--- src/rtl/tscf_pkg.sv ---
// Shared types, constants and helper functions of the tube scan clock.
`default_nettype none

package tscf_pkg;

   localparam int POSITIONS    = 8;
   localparam int DIGITS       = 6;
   localparam int FADE_LENGTH  = 100;
   localparam int BLINK_PERIOD = 1000;
   localparam int FADE_HALF    = FADE_LENGTH / 2;

   typedef logic [3:0]              glyph_type;
   typedef logic [DIGITS-1:0][3:0]  digits_type;
   typedef logic [6:0]              fade_type;
   typedef logic [9:0]              blink_type;
   typedef logic [2:0]              pos_type;
   typedef logic [1:0]              phase_type;
   typedef logic [1:0]              op_type;

   localparam op_type OP_SCAN   = 2'd0;
   localparam op_type OP_SECOND = 2'd1;
   localparam op_type OP_LOAD   = 2'd2;

   localparam glyph_type GLYPH_MAX_DIGIT = 4'd9;
   localparam glyph_type GLYPH_DOT       = 4'd10;
   localparam glyph_type GLYPH_BLANK     = 4'd11;
   localparam glyph_type CODE_BLANK      = 4'd15;
   localparam glyph_type SELECT_BLANK    = 4'd15;
   localparam glyph_type CODE_BASE       = 4'd10;

   // Digit slots inside the time word.
   localparam int SEC_ONES  = 0;
   localparam int SEC_TENS  = 1;
   localparam int MIN_ONES  = 2;
   localparam int MIN_TENS  = 3;
   localparam int HOUR_ONES = 4;
   localparam int HOUR_TENS = 5;

   // Display positions that show a dot instead of a digit.
   localparam pos_type POS_DOT_LOW  = 3'd2;
   localparam pos_type POS_DOT_HIGH = 3'd5;

   typedef struct packed {
      logic scan;
      logic second;
      logic load;
   } cmd_type;

   typedef struct packed {
      logic [3:0] tube_select;
      logic [3:0] cathode_code;
      logic       dot_off;
   } result_type;

   function automatic glyph_type glyph_now(digits_type d, pos_type pos);
      glyph_type g;
      case (pos)
         3'd0:    g = d[SEC_ONES];
         3'd1:    g = d[SEC_TENS];
         3'd3:    g = d[MIN_ONES];
         3'd4:    g = d[MIN_TENS];
         3'd6:    g = d[HOUR_ONES];
         3'd7:    g = d[HOUR_TENS];
         default: g = GLYPH_DOT;
      endcase
      return g;
   endfunction

   function automatic logic is_digit_pos(pos_type pos);
      return (pos != POS_DOT_LOW) && (pos != POS_DOT_HIGH);
   endfunction

   function automatic result_type drive(pos_type pos, glyph_type g);
      result_type r;
      if (g <= GLYPH_MAX_DIGIT) begin
         r.tube_select  = {1'b0, pos};
         r.cathode_code = (g == 4'd0) ? 4'd0 : (CODE_BASE - g);
         r.dot_off      = 1'b1;
      end else if (g == GLYPH_DOT) begin
         r.tube_select  = {1'b0, pos};
         r.cathode_code = CODE_BLANK;
         r.dot_off      = 1'b0;
      end else begin
         r.tube_select  = SELECT_BLANK;
         r.cathode_code = CODE_BLANK;
         r.dot_off      = 1'b1;
      end
      return r;
   endfunction

   function automatic glyph_type sat(glyph_type v, glyph_type hi);
      return (v > hi) ? hi : v;
   endfunction

endpackage

`default_nettype wire

--- src/rtl/tscf_if.sv ---
// Request and response channel interfaces of the tube scan clock.
`default_nettype none

interface tscf_req_if;
   logic       valid;
   logic       ready;
   logic [1:0] operation;
   logic [1:0] hour_tens_in;
   logic [3:0] hour_ones_in;
   logic [2:0] minute_tens_in;
   logic [3:0] minute_ones_in;
   logic [2:0] second_tens_in;
   logic [3:0] second_ones_in;

   modport source (
      output valid, operation, hour_tens_in, hour_ones_in, minute_tens_in,
             minute_ones_in, second_tens_in, second_ones_in,
      input  ready
   );
   modport sink (
      input  valid, operation, hour_tens_in, hour_ones_in, minute_tens_in,
             minute_ones_in, second_tens_in, second_ones_in,
      output ready
   );
endinterface

interface tscf_rsp_if;
   logic       valid;
   logic       ready;
   logic [3:0] tube_select;
   logic [3:0] cathode_code;
   logic       dot_off;

   modport source (
      output valid, tube_select, cathode_code, dot_off,
      input  ready
   );
   modport sink (
      input  valid, tube_select, cathode_code, dot_off,
      output ready
   );
   modport monitor (
      input valid, ready, tube_select, cathode_code, dot_off
   );
endinterface

`default_nettype wire

--- src/rtl/tube_scan_clock_with_crossfade.sv ---
// Top level of the tube scan clock: request register, time and display units, response register.
// A scan request passes through the request register and then the response register.
// Throughput: one request per cycle; the request register advances whenever the response
// register is empty or being emptied in the same cycle.
// Reset (synchronous, active high): time 00:00:00, all fades settled, scan at position 0 phase 0,
// blink counter zero, blink position 8 (no blink), both channel registers empty.
`default_nettype none

module tube_scan_clock_with_crossfade #(
   parameter int FADE_LENGTH  = tscf_pkg::FADE_LENGTH,
   parameter int BLINK_PERIOD = tscf_pkg::BLINK_PERIOD
) (
   input  wire logic        clock,
   input  wire logic        reset,
   tscf_req_if.sink         req_bus,
   tscf_rsp_if.source       rsp_bus,
   input  wire logic        csr_write_enable,
   input  wire logic [3:0]  csr_write_data
);

   // Request register. The payload carries no reset; only its valid flag does.
   logic                  req_valid_ff, req_valid_in;
   tscf_pkg::op_type      req_op_ff;
   tscf_pkg::digits_type  req_digits_ff;
   tscf_pkg::digits_type  req_digits_in;

   // Response register.
   logic                  rsp_valid_ff, rsp_valid_in;
   tscf_pkg::result_type  rsp_data_ff, rsp_data_in;

   logic                  req_accept;
   logic                  advance;
   tscf_pkg::cmd_type     cmd;
   tscf_pkg::digits_type  digits;
   tscf_pkg::result_type  result;
   logic [tscf_pkg::POSITIONS-1:0] fade_start;

   // The held request is executed when the response register has room for a
   // possible result. Every operation runs through the same combinational
   // logic, so the clock state is always current for the next request.
   assign advance        = req_valid_ff && (!rsp_valid_ff || rsp_bus.ready);
   assign req_bus.ready  = !req_valid_ff || advance;
   assign req_accept     = req_bus.valid && req_bus.ready;

   always_comb begin
      if (req_accept) begin
         req_valid_in = 1'b1;
      end else if (advance) begin
         req_valid_in = 1'b0;
      end else begin
         req_valid_in = req_valid_ff;
      end
   end

   // Load digits are widened to the four-bit BCD slots of the time word.
   always_comb begin
      req_digits_in = '0;
      req_digits_in[tscf_pkg::HOUR_TENS] = {2'b00, req_bus.hour_tens_in};
      req_digits_in[tscf_pkg::HOUR_ONES] = req_bus.hour_ones_in;
      req_digits_in[tscf_pkg::MIN_TENS]  = {1'b0, req_bus.minute_tens_in};
      req_digits_in[tscf_pkg::MIN_ONES]  = req_bus.minute_ones_in;
      req_digits_in[tscf_pkg::SEC_TENS]  = {1'b0, req_bus.second_tens_in};
      req_digits_in[tscf_pkg::SEC_ONES]  = req_bus.second_ones_in;
   end

   // Operation decode, qualified by the advance of the request register.
   // The unused operation code decodes to nothing and simply drains.
   always_comb begin
      cmd.scan   = advance && (req_op_ff == tscf_pkg::OP_SCAN);
      cmd.second = advance && (req_op_ff == tscf_pkg::OP_SECOND);
      cmd.load   = advance && (req_op_ff == tscf_pkg::OP_LOAD);
   end

   tscf_time u_time (
      .clock       (clock),
      .reset       (reset),
      .cmd         (cmd),
      .load_digits (req_digits_ff),
      .digits      (digits),
      .fade_start  (fade_start)
   );

   tscf_disp #(
      .FADE_LENGTH  (FADE_LENGTH),
      .BLINK_PERIOD (BLINK_PERIOD)
   ) u_disp (
      .clock            (clock),
      .reset            (reset),
      .cmd              (cmd),
      .digits           (digits),
      .fade_start       (fade_start),
      .csr_write_enable (csr_write_enable),
      .csr_write_data   (csr_write_data),
      .result           (result)
   );

   // Only a scan tick produces a response; it loads the response register.
   always_comb begin
      if (cmd.scan) begin
         rsp_valid_in = 1'b1;
         rsp_data_in  = result;
      end else begin
         rsp_valid_in = rsp_valid_ff && !rsp_bus.ready;
         rsp_data_in  = rsp_data_ff;
      end
   end

   always_ff @(posedge clock) begin
      if (reset) begin
         req_valid_ff <= 1'b0;
         rsp_valid_ff <= 1'b0;
      end else begin
         req_valid_ff <= req_valid_in;
         rsp_valid_ff <= rsp_valid_in;
      end
   end

   always_ff @(posedge clock) begin
      if (req_accept) begin
         req_op_ff     <= req_bus.operation;
         req_digits_ff <= req_digits_in;
      end
      rsp_data_ff <= rsp_data_in;
   end

   assign rsp_bus.valid        = rsp_valid_ff;
   assign rsp_bus.tube_select  = rsp_data_ff.tube_select;
   assign rsp_bus.cathode_code = rsp_data_ff.cathode_code;
   assign rsp_bus.dot_off      = rsp_data_ff.dot_off;

endmodule

`default_nettype wire

--- src/rtl/tscf_time.sv ---
// Time-of-day counter: BCD ripple on second ticks, saturating load.
`default_nettype none

module tscf_time (
   input  wire logic                              clock,
   input  wire logic                              reset,
   input  wire tscf_pkg::cmd_type                 cmd,
   input  wire tscf_pkg::digits_type              load_digits,
   output tscf_pkg::digits_type                   digits,
   output logic [tscf_pkg::POSITIONS-1:0]         fade_start
);

   localparam logic [4:0] ONES_LIMIT  = 5'd10;
   localparam logic [4:0] TENS_LIMIT  = 5'd6;
   localparam logic [4:0] HOUR_WRAP   = 5'd4;
   localparam tscf_pkg::glyph_type HOUR_TENS_WRAP = 4'd2;
   localparam tscf_pkg::glyph_type MAX_ONES       = 4'd9;
   localparam tscf_pkg::glyph_type MAX_TENS       = 4'd5;
   localparam tscf_pkg::glyph_type MAX_HOUR_TENS  = 4'd2;

   tscf_pkg::digits_type digits_ff;
   tscf_pkg::digits_type digits_in;
   logic [4:0] sum_s1;
   logic [4:0] sum_s10;
   logic [4:0] sum_m1;
   logic [4:0] sum_m10;
   logic [4:0] sum_h1;

   assign sum_s1  = {1'b0, digits_ff[tscf_pkg::SEC_ONES]}  + 5'd1;
   assign sum_s10 = {1'b0, digits_ff[tscf_pkg::SEC_TENS]}  + 5'd1;
   assign sum_m1  = {1'b0, digits_ff[tscf_pkg::MIN_ONES]}  + 5'd1;
   assign sum_m10 = {1'b0, digits_ff[tscf_pkg::MIN_TENS]}  + 5'd1;
   assign sum_h1  = {1'b0, digits_ff[tscf_pkg::HOUR_ONES]} + 5'd1;

   always_comb begin
      digits_in  = digits_ff;
      fade_start = '0;
      if (cmd.load) begin
         digits_in[tscf_pkg::HOUR_TENS] =
            tscf_pkg::sat(load_digits[tscf_pkg::HOUR_TENS], MAX_HOUR_TENS);
         digits_in[tscf_pkg::HOUR_ONES] =
            tscf_pkg::sat(load_digits[tscf_pkg::HOUR_ONES], MAX_ONES);
         digits_in[tscf_pkg::MIN_TENS] =
            tscf_pkg::sat(load_digits[tscf_pkg::MIN_TENS], MAX_TENS);
         digits_in[tscf_pkg::MIN_ONES] =
            tscf_pkg::sat(load_digits[tscf_pkg::MIN_ONES], MAX_ONES);
         digits_in[tscf_pkg::SEC_TENS] =
            tscf_pkg::sat(load_digits[tscf_pkg::SEC_TENS], MAX_TENS);
         digits_in[tscf_pkg::SEC_ONES] =
            tscf_pkg::sat(load_digits[tscf_pkg::SEC_ONES], MAX_ONES);
      end else if (cmd.second) begin
         fade_start[0] = 1'b1;
         fade_start[tscf_pkg::POS_DOT_LOW] = 1'b1;
         if (sum_s1 < ONES_LIMIT) begin
            digits_in[tscf_pkg::SEC_ONES] = sum_s1[3:0];
         end else begin
            digits_in[tscf_pkg::SEC_ONES] = 4'd0;
            fade_start[1] = 1'b1;
            if (sum_s10 < TENS_LIMIT) begin
               digits_in[tscf_pkg::SEC_TENS] = sum_s10[3:0];
            end else begin
               digits_in[tscf_pkg::SEC_TENS] = 4'd0;
               fade_start[3] = 1'b1;
               if (sum_m1 < ONES_LIMIT) begin
                  digits_in[tscf_pkg::MIN_ONES] = sum_m1[3:0];
               end else begin
                  digits_in[tscf_pkg::MIN_ONES] = 4'd0;
                  fade_start[4] = 1'b1;
                  if (sum_m10 < TENS_LIMIT) begin
                     digits_in[tscf_pkg::MIN_TENS] = sum_m10[3:0];
                  end else begin
                     digits_in[tscf_pkg::MIN_TENS] = 4'd0;
                     fade_start[6] = 1'b1;
                     // Hour 24 (or any loaded 24..29) wraps to midnight.
                     if ((digits_ff[tscf_pkg::HOUR_TENS] >= HOUR_TENS_WRAP) &&
                         (sum_h1 >= HOUR_WRAP)) begin
                        fade_start[7] = 1'b1;
                        digits_in[tscf_pkg::HOUR_TENS] = 4'd0;
                        digits_in[tscf_pkg::HOUR_ONES] = 4'd0;
                     end else if (sum_h1 >= ONES_LIMIT) begin
                        fade_start[7] = 1'b1;
                        digits_in[tscf_pkg::HOUR_TENS] =
                           digits_ff[tscf_pkg::HOUR_TENS] + 4'd1;
                        digits_in[tscf_pkg::HOUR_ONES] = 4'd0;
                     end else begin
                        digits_in[tscf_pkg::HOUR_ONES] = sum_h1[3:0];
                     end
                  end
               end
            end
         end
      end
   end

   always_ff @(posedge clock) begin
      if (reset) begin
         digits_ff <= '0;
      end else begin
         digits_ff <= digits_in;
      end
   end

   assign digits = digits_ff;

endmodule

`default_nettype wire

--- src/rtl/tscf_disp.sv ---
// Display scan: position and phase sequencing, crossfade, blink and glyph coding.
`default_nettype none

module tscf_disp #(
   parameter int FADE_LENGTH  = tscf_pkg::FADE_LENGTH,
   parameter int BLINK_PERIOD = tscf_pkg::BLINK_PERIOD
) (
   input  wire logic                              clock,
   input  wire logic                              reset,
   input  wire tscf_pkg::cmd_type                 cmd,
   input  wire tscf_pkg::digits_type              digits,
   input  wire logic [tscf_pkg::POSITIONS-1:0]    fade_start,
   input  wire logic                              csr_write_enable,
   input  wire logic [3:0]                        csr_write_data,
   output tscf_pkg::result_type                   result
);

   localparam int                  FADE_HALF     = FADE_LENGTH / 2;
   localparam tscf_pkg::fade_type  FADE_FULL     = tscf_pkg::fade_type'(FADE_LENGTH);
   localparam tscf_pkg::fade_type  FADE_HALF_V   = tscf_pkg::fade_type'(FADE_HALF);
   localparam tscf_pkg::fade_type  FADE_TWO_HALF = tscf_pkg::fade_type'(2 * FADE_HALF);
   localparam tscf_pkg::blink_type BLINK_LIMIT   = tscf_pkg::blink_type'(BLINK_PERIOD);
   localparam tscf_pkg::blink_type BLINK_HALF    = tscf_pkg::blink_type'(BLINK_PERIOD / 2);
   localparam logic [3:0] BLINK_NONE = 4'd8;
   // Only an odd-length fade reaches a step of twice the half length, and that step is its
   // last one, so the remainder by three there is fixed.
   localparam logic       FADE_LAST_PREV = ((2 * FADE_HALF) % 3) == 0;

   tscf_pkg::fade_type  fade_ff  [tscf_pkg::POSITIONS];
   tscf_pkg::fade_type  fade_in  [tscf_pkg::POSITIONS];
   tscf_pkg::glyph_type prev_ff  [tscf_pkg::POSITIONS];
   tscf_pkg::glyph_type prev_in  [tscf_pkg::POSITIONS];
   tscf_pkg::pos_type   pos_ff, pos_in;
   tscf_pkg::phase_type phase_ff, phase_in;
   tscf_pkg::blink_type blink_ff, blink_in;
   logic [3:0]          blink_pos_ff, blink_pos_in;

   tscf_pkg::fade_type  progress;
   tscf_pkg::blink_type blink_inc;
   logic                settled;
   logic                blink_hide;
   logic                show_prev;
   tscf_pkg::glyph_type cur_glyph;

   assign progress  = fade_ff[pos_ff];
   assign cur_glyph = tscf_pkg::glyph_now(digits, pos_ff);
   assign blink_inc = blink_ff + 10'd1;
   assign blink_in  = cmd.scan ? ((blink_inc >= BLINK_LIMIT) ? '0 : blink_inc) : blink_ff;
   assign settled   = progress >= FADE_FULL;
   assign blink_hide = ({1'b0, pos_ff} == blink_pos_ff) && !(blink_in > BLINK_HALF);

   // Early in a fade the old glyph wins every frame; later it shows on every second
   // frame, and on an odd-length fade's last step only if that step divides by three.
   always_comb begin
      if (progress >= FADE_TWO_HALF) begin
         show_prev = FADE_LAST_PREV;
      end else if (progress >= FADE_HALF_V) begin
         show_prev = !progress[0];
      end else begin
         show_prev = 1'b1;
      end
   end

   always_comb begin
      if (phase_ff == 2'd0) begin
         result = tscf_pkg::drive(3'd0, tscf_pkg::GLYPH_BLANK);
      end else if (settled) begin
         result = blink_hide ? tscf_pkg::drive(3'd0, tscf_pkg::GLYPH_BLANK)
                             : tscf_pkg::drive(pos_ff, cur_glyph);
      end else begin
         result = tscf_pkg::drive(pos_ff, show_prev ? prev_ff[pos_ff] : cur_glyph);
      end
   end

   always_comb begin
      fade_in      = fade_ff;
      prev_in      = prev_ff;
      pos_in       = pos_ff;
      phase_in     = phase_ff;
      blink_pos_in = csr_write_enable ? csr_write_data : blink_pos_ff;
      if (cmd.scan) begin
         if ((phase_ff != 2'd0) && !settled) begin
            fade_in[pos_ff] = progress + 7'd1;
         end
         phase_in = phase_ff + 2'd1;
         if (phase_ff == 2'd3) begin
            pos_in = pos_ff + 3'd1;
         end
      end else if (cmd.load) begin
         for (int i = 0; i < tscf_pkg::POSITIONS; i++) begin
            fade_in[i] = FADE_FULL;
         end
      end else if (cmd.second) begin
         for (int i = 0; i < tscf_pkg::POSITIONS; i++) begin
            if (fade_start[i]) begin
               fade_in[i] = '0;
               if (tscf_pkg::is_digit_pos(tscf_pkg::pos_type'(i))) begin
                  prev_in[i] = tscf_pkg::glyph_now(digits, tscf_pkg::pos_type'(i));
               end
            end
         end
      end
   end

   always_ff @(posedge clock) begin
      if (reset) begin
         for (int i = 0; i < tscf_pkg::POSITIONS; i++) begin
            fade_ff[i] <= FADE_FULL;
            prev_ff[i] <= tscf_pkg::is_digit_pos(tscf_pkg::pos_type'(i)) ?
                          4'd0 : tscf_pkg::GLYPH_BLANK;
         end
         pos_ff       <= '0;
         phase_ff     <= '0;
         blink_ff     <= '0;
         blink_pos_ff <= BLINK_NONE;
      end else begin
         fade_ff      <= fade_in;
         prev_ff      <= prev_in;
         pos_ff       <= pos_in;
         phase_ff     <= phase_in;
         blink_ff     <= blink_in;
         blink_pos_ff <= blink_pos_in;
      end
   end

endmodule

`default_nettype wire

--- src/flat_wrapper.sv ---
// flat-port wrapper written by rule: the top's interface ports become plain ports
module tube_scan_clock_with_crossfade_flat 
#(
   parameter int FADE_LENGTH  = tscf_pkg::FADE_LENGTH,
   parameter int BLINK_PERIOD = tscf_pkg::BLINK_PERIOD
)
  (clock, reset, csr_write_enable, csr_write_data, req_bus_valid, req_bus_operation, req_bus_hour_tens_in, req_bus_hour_ones_in, req_bus_minute_tens_in, req_bus_minute_ones_in, req_bus_second_tens_in, req_bus_second_ones_in, req_bus_ready, rsp_bus_valid, rsp_bus_tube_select, rsp_bus_cathode_code, rsp_bus_dot_off, rsp_bus_ready);
  tscf_req_if req_bus_i ();
  tscf_rsp_if rsp_bus_i ();
  input  wire logic clock;
  input  wire logic reset;
  input  wire logic csr_write_enable;
  input  wire logic [3:0] csr_write_data;
  input wire logic [$bits(req_bus_i.valid)-1:0] req_bus_valid;
  input wire logic [$bits(req_bus_i.operation)-1:0] req_bus_operation;
  input wire logic [$bits(req_bus_i.hour_tens_in)-1:0] req_bus_hour_tens_in;
  input wire logic [$bits(req_bus_i.hour_ones_in)-1:0] req_bus_hour_ones_in;
  input wire logic [$bits(req_bus_i.minute_tens_in)-1:0] req_bus_minute_tens_in;
  input wire logic [$bits(req_bus_i.minute_ones_in)-1:0] req_bus_minute_ones_in;
  input wire logic [$bits(req_bus_i.second_tens_in)-1:0] req_bus_second_tens_in;
  input wire logic [$bits(req_bus_i.second_ones_in)-1:0] req_bus_second_ones_in;
  output wire logic [$bits(req_bus_i.ready)-1:0] req_bus_ready;
  output wire logic [$bits(rsp_bus_i.valid)-1:0] rsp_bus_valid;
  output wire logic [$bits(rsp_bus_i.tube_select)-1:0] rsp_bus_tube_select;
  output wire logic [$bits(rsp_bus_i.cathode_code)-1:0] rsp_bus_cathode_code;
  output wire logic [$bits(rsp_bus_i.dot_off)-1:0] rsp_bus_dot_off;
  input wire logic [$bits(rsp_bus_i.ready)-1:0] rsp_bus_ready;
  assign req_bus_i.valid = req_bus_valid;
  assign req_bus_i.operation = req_bus_operation;
  assign req_bus_i.hour_tens_in = req_bus_hour_tens_in;
  assign req_bus_i.hour_ones_in = req_bus_hour_ones_in;
  assign req_bus_i.minute_tens_in = req_bus_minute_tens_in;
  assign req_bus_i.minute_ones_in = req_bus_minute_ones_in;
  assign req_bus_i.second_tens_in = req_bus_second_tens_in;
  assign req_bus_i.second_ones_in = req_bus_second_ones_in;
  assign req_bus_ready = req_bus_i.ready;
  assign rsp_bus_valid = rsp_bus_i.valid;
  assign rsp_bus_tube_select = rsp_bus_i.tube_select;
  assign rsp_bus_cathode_code = rsp_bus_i.cathode_code;
  assign rsp_bus_dot_off = rsp_bus_i.dot_off;
  assign rsp_bus_i.ready = rsp_bus_ready;
  tube_scan_clock_with_crossfade #(.FADE_LENGTH(FADE_LENGTH), .BLINK_PERIOD(BLINK_PERIOD)) u_core (.clock(clock), .reset(reset), .req_bus(req_bus_i), .rsp_bus(rsp_bus_i), .csr_write_enable(csr_write_enable), .csr_write_data(csr_write_data));
endmodule
--- config.mk ---
export PLATFORM = sky130hd
export DESIGN_NAME = tube_scan_clock_with_crossfade_flat
export DESIGN_NICKNAME = d
export VERILOG_FILES = /design/src/rtl/tscf_pkg.sv /design/src/rtl/tscf_if.sv /design/src/rtl/tube_scan_clock_with_crossfade.sv /design/src/rtl/tscf_time.sv /design/src/rtl/tscf_disp.sv /design/src/flat_wrapper.sv
export SDC_FILE = /design/constraint.sdc
export NUM_CORES = 1
export LEC_CHECK = 0
export BUFFER_PORTS_ARGS = -buffer_cell sky130_fd_sc_hd__buf_2
export CORE_ASPECT_RATIO = 2
export CORE_MARGIN = 3
export CORE_UTILIZATION = 40
export CTS_CLUSTER_SIZE = 16
export DETAILED_ROUTE_END_ITERATION = 16
export HOLD_SLACK_MARGIN = 0.1
export PLACE_DENSITY = 0.68
export SLEW_MARGIN = 25
export SYNTH_ARGS = -nofsm -noshare
export SYNTH_HDL_FRONTEND = slang
export SYNTH_SLANG_ARGS = --single-unit
--- constraint.sdc ---
create_clock -name clock -period 7.02 [get_ports clock]
set_clock_uncertainty 0.1 [all_clocks]
set_input_delay 1.053 -clock clock [delete_from_list [all_inputs] [get_ports clock]]
set_output_delay 1.053 -clock clock [all_outputs]
set_load 0.1 [all_outputs]
==> metrics.txt <==
Avg Cell Area, Syn=8.57 um^2; Syn Inst Count=967; number of max-cap violations=0; wire length of the first global-routing pass=37,000 um; GRT overflow=0; setup bufs post-CTS=0; r2r setup slk=2.69 ns; Rel. slew slack=26.7%; Crit. End Element=register; Main synth FF type=dfxtp_1; Worst R2R Path Depth=11; die area=22,600 um^2; Post-synth top cells=125 x dfxtp_1, 123 x nor2_1, 103 x nand2_1, 71 x a21oi_1, 42 x clkbuf_1; PortBufs=41; RSZ-0062 raised after global routing=no; pwr/cell area=213 nW/um^2; worst hold start=u_core.u_disp.prev_ff[26]; clk root buf=clkbuf_16; RR Startpoint=u_core.u_disp.pos_ff[0]; ys async rst share=0%; initial antenna violation count=0; max-slew violation count=0; synth warn=0; worst r2r dst=u_core.rsp_bus.cathode_code[3]; Post-Place Cells=1,219; Core ar.=20,100 um^2; CTS Sinks=156; final net count=1,027; GPL Wtd Cong=0.996; Initial DRC Count=480; crit path DAT=4.35 ns; Final TNS setup=0 ns; Max Buffers Root-to-Sink=2; post-synth cell types=77; H-tree depth=4; Hold Path Class=register to register; Vert. Die Dim=210 um; Critical Path Source Type=register; Post-Syn Area=8290 um^2; share of cells above drive strength 1=11.0%; clock-pin slew on the worst setup and hold paths=0.07 ns; Avg WL per Cell=18.7 um; register area=3430 um^2; drt pass-1 iters=5; worst skew pair latency=0.44 ns; DR vias=7,497; DRC violations left=0; Final min period=4.33 ns; DR vias/cell=5.99; Worst-Margin Slew=1.09 ns; ANT cells=0; Peak Freq=0.231 GHz; CTS tree=built; ranking of synthesized cells by area=dfxtp_1 30%, edfxtp_1 11%, nor2_1 5.6%; peak supply drop=0.177 mV; status=completed; final wirelength=23,400 um; Area Growth Syn to Fin=11.2%; final setup violation count=0; P_leak=3.31 nW; non-filler instance count after layout=1,251; Routed Antenna Nets=0; Yosys top cell by area=dfxtp_1; CTS resizes=0; Initial Utilization=41.2%; hold buffers post-CTS=0; register area share after synthesis=41.4%; Rows=73; Yosys top cell area share=30.2%; period utilisation layout=61.7%; Final Hold Viols=0; hold endpoint=u_core.u_disp.prev_ff[26]; largest net degree at the start of global routing=89; CP Max Fanout=35; die width=108 um; most frequent cell after synthesis=dfxtp_1; HPWL Detailed=16,800 um; number of global-route vias before repair=7,299; Post-synth EDFFs=31; #FFs+latches synth=156; WS Path Type=register to register; gr usage total=21.0%; hold depth=2; area of the multi-input gates=4500 um^2; I/O pin count=42; fillers=1,978; synthesized net count=1,018; Num CTS Buffers=17; CP required=7.04 ns
-- routing by layer --
layer	vias up	routed length (um)	share of wire, %	track usage (%)
li1	3589	-	-	-
met1	3559	8380	36	21.6
met2	260	12300	53	36.9
met3	89	963	4.1	3.20
met4	0	1690	7.2	16.5
met5	-	0	0	0
-- sequential cells by signal, summed over array words and instances (netlist names), 3 cells and up --
register / count
u_core.u_disp.blink_pos_ff: 4
u_core.u_disp.fade_ff: 56
u_core.rsp_bus.tube_select: 4
u_core.u_disp.pos_ff: 3
u_core.req_digits_ff: 20
u_core.rsp_bus.cathode_code: 4
u_core.u_disp.blink_ff: 10
u_core.u_disp.prev_ff: 24
u_core.u_time.digits: 24
-- report_power, final --
part | switching (W) | internal [W]
clock network | 0.000376 | 0.000526
registers | 0.0000167 | 0.000933
logic | 0.0000783 | 0.0000367
total | 0.000471 | 0.00150
-- stage by stage --
stage / power [W] / util [%] / worst slack (ns) / hold slack [ns] / cell area [um^2]
floorplan: 0.00105 / - / 3.57 / 0.333 / 8290
global placement: 0.00108 / 43.0 / 2.52 / 0.345 / 8640
detailed placement: 0.00108 / 43.0 / 2.44 / 0.345 / 8640
CTS: 0.00198 / 45.8 / 2.82 / 0.360 / 9210
global route: 0.00203 / 45.9 / 2.48 / 0.392 / 9220
finish: 0.00197 / 45.9 / 2.69 / 0.360 / 9220
-- layout make-up --
cell class,instances,share of cell area (%)
tap,262,3.56
sequential,156,37.3
clock inverter,10,0.936
inverter,28,1.14
clock buffer,22,5.27
multi-input combinational,722,48.8
timing repair buffer,51,3.07
-- critical path: stages (launching register included) --
cell	delay [ns]
dfxtp_1	0.32
buf_4	0.36
clkinv_1	0.45
ha_1	0.50
a22oi_1	0.27
a21oi_1	0.11
a221oi_1	0.64
or2_2	0.28
nand2b_1	0.09
nand2_1	0.12
nor4bb_1	0.57
a32oi_1	0.18
-- kinds of logic (layout without fill, tap and decap cells) --
kind of cell,count (synthesis),in the layout,share of synthesized area (%)
mux,52,52,6.89
xor+xnor,14,14,1.48
buf+inv,89,111,4.47
fa+ha+maj,21,21,3.14
flops,156,156,41.4
simple gates,362,362,20.1
compound gates,273,273,22.5
-- worst max path at each step --
| stage | from | to | slack (ns) | depth (start not counted) |
|---|---|---|---|---|
| final | u_core.u_disp.pos_ff[0] | u_core.rsp_bus.cathode_code[3] | 2.69 | 11 |
| after global routing | u_core.u_disp.pos_ff[0] | u_core.rsp_bus.tube_select[2] | 2.48 | 12 |
| after CTS | rsp_bus_ready | u_core.u_disp.fade_ff[3] | 2.82 | 12 |
| after detailed placement | rsp_bus_ready | u_core.u_disp.fade_ff[3] | 2.44 | 12 |
| after global placement | rsp_bus_ready | u_core.u_disp.fade_ff[3] | 2.52 | 12 |
| after floorplan | rsp_bus_ready | u_core.u_time.digits[17] | 3.57 | 9 |
-- layout by cell type (no fill, tap or decap), drive strengths merged, types with 7 or more instances in the layout --
master and instances:
nor3 36, nand2 104, a221oi 17, and3 11, a211oi 14, buf 51
o21a 7, a22oi 29, and2 8, xor2 9, nor2 123, mux2 11
nor3b 7, edfxtp 31, nor2b 8, inv 29, ha 20, o21ai 37
dfxtp 125, a21oi 71, nand3 25, a31oi 25, mux2i 39, nand2b 9
clkbuf 22
No activity file was read; power rests on OpenSTA's default activity.
